## src/cstd_pkg.sv

```systemverilog
// Shared types, constants and helpers for the census stereo disparity block.
// No dependencies; compiled first.
package cstd_pkg;

    // Default geometry and window size
    localparam int DEF_MAX_WIDTH     = 64;
    localparam int DEF_MAX_HEIGHT    = 64;
    localparam int DEF_WINDOW_RADIUS = 6;

    // Fixed field widths
    localparam int COORD_W    = 6;
    localparam int HALF_W     = 64;
    localparam int DESC_W     = 2 * HALF_W;
    localparam int NBYTE      = DESC_W / 8;
    localparam int SUM_W      = $clog2(DESC_W + 1);
    localparam int COST_W     = 15;
    localparam int DISP_W     = 6;
    localparam int DIM_W      = 7;
    localparam int CFG_IDX_W  = 2;
    localparam int CFG_DATA_W = 7;

    // Item modes
    localparam logic MODE_WRITE = 1'b0;
    localparam logic MODE_QUERY = 1'b1;

    // Configuration register indexes
    localparam logic [CFG_IDX_W-1:0] REG_IMAGE_WIDTH   = 2'd0;
    localparam logic [CFG_IDX_W-1:0] REG_IMAGE_HEIGHT  = 2'd1;
    localparam logic [CFG_IDX_W-1:0] REG_MAX_DISPARITY = 2'd2;
    localparam logic [CFG_IDX_W-1:0] REG_MIN_DISPARITY = 2'd3;

    // Register reset values
    localparam logic [DIM_W-1:0]  RST_IMAGE_WIDTH   = 7'd64;
    localparam logic [DIM_W-1:0]  RST_IMAGE_HEIGHT  = 7'd64;
    localparam logic [DISP_W-1:0] RST_MAX_DISPARITY = 6'd63;
    localparam logic [DISP_W-1:0] RST_MIN_DISPARITY = 6'd0;

    typedef logic [DESC_W-1:0] t_desc;
    typedef logic [COST_W-1:0] t_cost;

    // Sequencer to cost unit
    typedef struct packed {
        logic clear;   // zero the accumulator
        logic valid;   // descriptor pair present this cycle
    } t_cu_ctrl;

    // Cost unit back to sequencer
    typedef struct packed {
        logic  busy;
        t_cost cost;
    } t_cu_stat;

    function automatic logic [3:0] byte_ones(input logic [7:0] b);
        logic [3:0] n;
        n = '0;
        for (int i = 0; i < 8; i++) begin
            n = n + 4'(b[i]);
        end
        return n;
    endfunction

endpackage

```

## src/cstd_cost_unit.sv

```systemverilog
// Shared Hamming cost unit: xor, popcount tree and window accumulator.
// Depends on cstd_pkg. Three register stages from descriptor pair to sum.
module cstd_cost_unit import cstd_pkg::*; (
    input  logic     i_clk,
    input  logic     i_rst_n,
    input  t_cu_ctrl i_ctrl,
    input  t_desc    i_left,
    input  t_desc    i_right,
    output t_cu_stat o_stat
);

    logic [3:0]       r_ones [NBYTE];
    logic             r_vld1;
    logic [SUM_W-1:0] r_sum;
    logic             r_vld2;
    t_cost            r_acc;

    t_desc            diff;
    logic [4:0]       lvl1 [NBYTE/2];
    logic [5:0]       lvl2 [NBYTE/4];
    logic [6:0]       lvl3 [NBYTE/8];
    logic [SUM_W-1:0] n_sum;

    assign diff = i_left ^ i_right;

    // adder tree over the byte counts
    always_comb begin
        for (int i = 0; i < NBYTE/2; i++) begin
            lvl1[i] = 5'(r_ones[2*i]) + 5'(r_ones[2*i+1]);
        end
        for (int i = 0; i < NBYTE/4; i++) begin
            lvl2[i] = 6'(lvl1[2*i]) + 6'(lvl1[2*i+1]);
        end
        for (int i = 0; i < NBYTE/8; i++) begin
            lvl3[i] = 7'(lvl2[2*i]) + 7'(lvl2[2*i+1]);
        end
        n_sum = SUM_W'(lvl3[0]) + SUM_W'(lvl3[1]);
    end

    always_ff @(posedge i_clk) begin
        for (int b = 0; b < NBYTE; b++) begin
            r_ones[b] <= byte_ones(diff[b*8 +: 8]);
        end
        r_sum <= n_sum;
    end

    always_ff @(posedge i_clk) begin
        if (!i_rst_n) begin
            r_vld1 <= 1'b0;
            r_vld2 <= 1'b0;
            r_acc  <= '0;
        end else begin
            r_vld1 <= i_ctrl.valid;
            r_vld2 <= r_vld1;
            if (i_ctrl.clear) begin
                r_acc <= '0;
            end else if (r_vld2) begin
                r_acc <= r_acc + COST_W'(r_sum);
            end
        end
    end

    assign o_stat.busy = r_vld1 | r_vld2;
    assign o_stat.cost = r_acc;

endmodule

```

## config.mk

```make
export PLATFORM = sky130hd
export DESIGN_NAME = cstd_cost_unit
export DESIGN_NICKNAME = d
export VERILOG_FILES = /design/src/cstd_pkg.sv /design/src/cstd_cost_unit.sv
export SDC_FILE = /design/constraint.sdc
export NUM_CORES = 1
export LEC_CHECK = 0
export BUFFER_PORTS_ARGS = -buffer_cell sky130_fd_sc_hd__buf_2
export CAP_MARGIN = 20
export CELL_PAD_IN_SITES_DETAIL_PLACEMENT = 1
export CELL_PAD_IN_SITES_GLOBAL_PLACEMENT = 1
export CORE_MARGIN = 1
export CORE_UTILIZATION = 35
export CTS_BUF_LIST = sky130_fd_sc_hd__clkbuf_16
export DETAILED_ROUTE_END_ITERATION = 7
export PLACE_DENSITY = 0.85
export SYNTH_ARGS = -nofsm -noshare
export SYNTH_HDL_FRONTEND = slang
export SYNTH_SLANG_ARGS = --single-unit
```

## constraint.sdc

```tcl
create_clock -name i_clk -period 4.2 [get_ports i_clk]
set_input_delay 0 -clock i_clk [delete_from_list [all_inputs] [get_ports i_clk]]
set_output_delay 0 -clock i_clk [all_outputs]
set_load 0.02 [all_outputs]
```

**Yosys cells after proc, flatten, opt, wreduce, memory -nomap -nowiden**

Memory sizes are Yosys's and may differ from the RTL's.
Index checks and enable logic that the tools add are counted.

- Register bits: 25
- Input port bits: 260
- Bits in writable memories: 64
- Output and inout bits: 16
- Memories kept: 1

- Reduce and logical (&&, ||, !) cells: 1
- Bitwise operators: 3
- Add/sub/neg operators: 128

Memories:

| name | depth | bits a word | read ports | clocked after Yosys merged registers in | write ports | line | RTL |
|---|---|---|---|---|---|---|---|
| r_ones | 16 | 4 | 16 | 0 | 16 | cstd_cost_unit.sv:12 | `logic [3:0] r_ones [NBYTE];` |

Operators by type and width:

| cell | number |
|---|---|
| $add A4 B1 Y4 | 64 |
| $xor A128 B128 Y128 | 1 |
| $add A3 B1 Y4 | 16 |
| $add A2 B1 Y3 | 16 |
| $add A4 B4 Y5 | 8 |
| $add A1 B1 Y2 | 16 |
| $add A5 B5 Y6 | 4 |
| $add A15 B8 Y15 | 1 |
| $add A6 B6 Y7 | 2 |
| $add A7 B7 Y8 | 1 |
| $reduce_or A2 Y1 | 1 |
| $not A1 Y1 | 1 |
| $or A1 B1 Y1 | 1 |

**Depth between registers and ports, before layout**

- Depth after elaboration: 8
- Mapped depth: 19

**Least setup slack after synthesis**

OpenSTA, ideal clock, no wires.

- Path kind: flip-flop to flip-flop
- Start: mem r_ones[8][3] (netlist: r_ones[1][3])
- End: reg r_sum[7]
- Path slack: -0.398 ns
- Cell stages (with the launch flop): 16
- Data arrival time: 4.472 ns
- Clock period less this slack: 4.598 ns
- Setup time: 0.126 ns
- Path through: dfxtp_1 > inv_1 > fa_1 > inv_1 > fa_1 > fa_1 > fa_1 > fa_1 > inv_1 > fa_1 > inv_1 > ha_1 > a21o_1 > a21oi_1 > nand3b_1 > nand3_1

RTL lines:

| element | line | RTL |
|---|---|---|
| start: declaration | cstd_cost_unit.sv:12 |  |
| end signal: assignment | cstd_cost_unit.sv:44 | `r_sum <= n_sum;` |
| end: declaration | cstd_cost_unit.sv:14 | `logic [SUM_W-1:0] r_sum;` |

==> flow_summary.json <==
{
  "overflow": 0,
  "crit_path_end": "r_sum[6]$_DFF_P_",
  "design.core.area_sq_um": 21800,
  "grt_setup_unrepaired": "yes",
  "fin_util": 0.454,
  "die_w_um": 151,
  "cts.sinks": 89,
  "setup_viol": 5,
  "violations": "negative setup slack",
  "grt_max_degree": 18,
  "worstHoldPathType": "input port to flop",
  "synth_area_leaders": "fa_1 (30%), dfxtp_1 (23%), xor2_1 (12%), ha_1 (12%), inv_1 (6.6%)",
  "rrSetupSlack_ns": -0.32,
  "cts_tree": "built",
  "synthAdderAreaFrac": 0.420,
  "synth_mux_area_frac": 0.00388,
  "synth.largest_area_cell": "fa_1",
  "path_max_fanout": 2,
  "relSlewSlack": 0.251,
  "worst_slew_pin_slew_ns": 1.12,
  "syn_avg_cell_area_sq_um": 11.0,
  "reg2reg_from": "r_ones[1][10]$_DFF_P_",
  "reg2reg_depth": 17,
  "ant_nets": 0,
  "synth_top_area_frac": 0.302,
  "synth_nets": 1155,
  "num_antenna_cells": 0,
  "drt-initial-drc-count": 61,
  "cp-end-kind": "flop",
  "root_buffer": "clkbuf_16",
  "cp_data_required_time_ns": 4.43,
  "h-tree-depth": 3,
  "die-area_sq_um": 22700,
  "clk_latency_ns": 0.34,
  "status": "complete, but fails checks",
  "syn2layout_area_growth_pct": 27.6,
  "clock_path_buffers": 2,
  "antenna_found_initial": 0,
  "final_common_cell": "buf_2",
  "async_flop_share": 0,
  "via_per_inst": 4.47,
  "arrival_ns": 4.76,
  "drive_gt1_frac": 0.331,
  "min_period_ns": 4.52,
  "ys_ff_latch": 89,
  "grt_pass1_vias": 6625,
  "yosysUniqueCellTypes": 44,
  "remaining_drc_errors": 0,
  "worstSetupPathType": "flop to flop",
  "finalCritPeriodShare": 1.08,
  "gp_congestion": 0.799,
  "synth_top_family_by_area": "adder cells",
  "drtPass1Iterations": 5,
  "r2r-end": "r_sum[6]$_DFF_P_",
  "syn_inst": 705,
  "whs_path_depth": 3,
  "pre_cts_ws_ns": -0.338,
  "wl_um": 17800,
  "synth_compound_area_frac": 0.0638,
  "hp-start": "i_right[50]",
  "io_pins": 276,
  "grtUsageTotal": 0.167,
  "layout_common_cells": "buf_2 (275), inv_1 (125), fa_1 (110), xor2_1 (109), dfxtp_1 (81)",
  "drv_cap": 0,
  "start_kind": "flop",
  "synth_edf_count": 0,
  "ys.flop_type": "dfxtp_1",
  "setup_ws_ns": -0.324,
  "syn_area_sq_um": 7740,
  "hpwl_um": 16200,
  "finalHoldViolCount": 0,
  "fmax_mhz": 221,
  "synth-xor-area-share": 0.166,
  "clk_pin_slew_ns": 0.07,
  "die_y_um": 151,
  "row_count": 54,
  "wire_per_inst_um": 13.9,
  "grt_pass1_wl_um": 29200,
  "finClkSkew_ns": 0.00598,
  "finalNetCount": 1447,
  "start_util": 0.356,
  "synth_warnings": 0,
  "num_vias": 5725,
  "startpoint": "r_ones[1][10]$_DFF_P_",
  "cts_buffers": 9,
  "ys_seq_area_frac": 0.230,
  "port_buffers": 275,
  "report.final.slew_viol_count": 0,
  "synth_simple_gate_area_frac": 0.0470
}
==> how the worst min path moves through the flow <==
stage | to | slack, ns
6_report | r_ones[0][24]$_DFF_P_ | 0.05
2_1_floorplan | r_vld1$_SDFF_PN0_ | 0.12
4_1_cts | r_ones[0][24]$_DFF_P_ | 0.05
3_3_place_gp | r_vld1$_SDFF_PN0_ | 0.21
3_5_place_dp | r_vld1$_SDFF_PN0_ | 0.22
5_1_grt | r_ones[0][24]$_DFF_P_ | 0.08
==> cell type report <==
type / count / area, sq um
timing repair buffer: 285 / 1460
clock buffer: 9 / 225
multi-input combinational: 475 / 5460
sequential: 89 / 1790
inverter: 137 / 514
tap: 280 / 350
fill: 2520 / 11900
clock inverter: 7 / 81.3
==> worst max-delay path, stage by stage (launching register included) <==
cell     delay (ns)
dfxtp_2        0.33
inv_2          0.04
fa_1           0.54
inv_2          0.04
fa_2           0.57
fa_1           0.46
fa_2           0.55
fa_1           0.43
inv_2          0.07
fa_1           0.39
inv_1          0.07
ha_2           0.18
inv_2          0.04
fa_2           0.35
inv_1          0.06
a21o_1         0.12
a21oi_2        0.06
xnor2_1        0.12
==> cells in the mapped netlist, types with 6 or more instances <==
master and number:
a21o_1 7, a21oi_1 27, dfxtp_1 89, fa_1 117
ha_1 73, inv_1 136, nand2_1 10, nand3_1 6
nor2b_1 22, xnor2_1 38, xor2_1 109
==> state kept, by name, summed over array words and instances (netlist names) <==
| register | flops |
|---|---|
| r_sum | 8 |
| r_vld2 | 1 |
| r_acc | 15 |
| r_vld1 | 1 |
| r_ones | 64 |
==> cell families after synthesis <==
| logic type | after synthesis |
|---|---|
| compound gates | 71 |
| xor+xnor | 147 |
| fa+ha+maj | 190 |
| buf+inv | 141 |
| flops | 89 |
| mux | 3 |
| simple gates | 64 |
==> repair_timing <==
| item | in CTS | in global routing |
|---|---|---|
| endpoints found under the setup margin | 5 | 5 |
| endpoints found under the hold margin | 2 | 0 |
| resized for setup | 7 | 16 |
| hold buffers | 3 | 0 |
| pin swaps | 9 | 9 |
| buffers inserted | 0 | 1 |
==> through the flow <==
stage,TNS [ns],hold slack (ns),area [sq um],instances
floorplan,-0.289,0.122,7760,705
global placement,-0.806,0.213,9520,1262
detailed placement,-1.37,0.215,9520,1262
CTS,-1.24,0.0512,9860,1281
global route,-1.90,0.0752,9880,1282
finish,-1.21,0.0464,9880,1282
==> metal layers <==
metal	GRT usage	vias to the layer above	share of wire
met5	0	-	0
met4	0.0415	0	0.017
met3	0.0255	23	0.038
met2	0.355	151	0.59
met1	0.160	2771	0.35
li1	-	2780	-
Power is left out: the tool's default activity adds up to more than one toggle a clock period on the data nets, which glitch-free logic cannot reach.
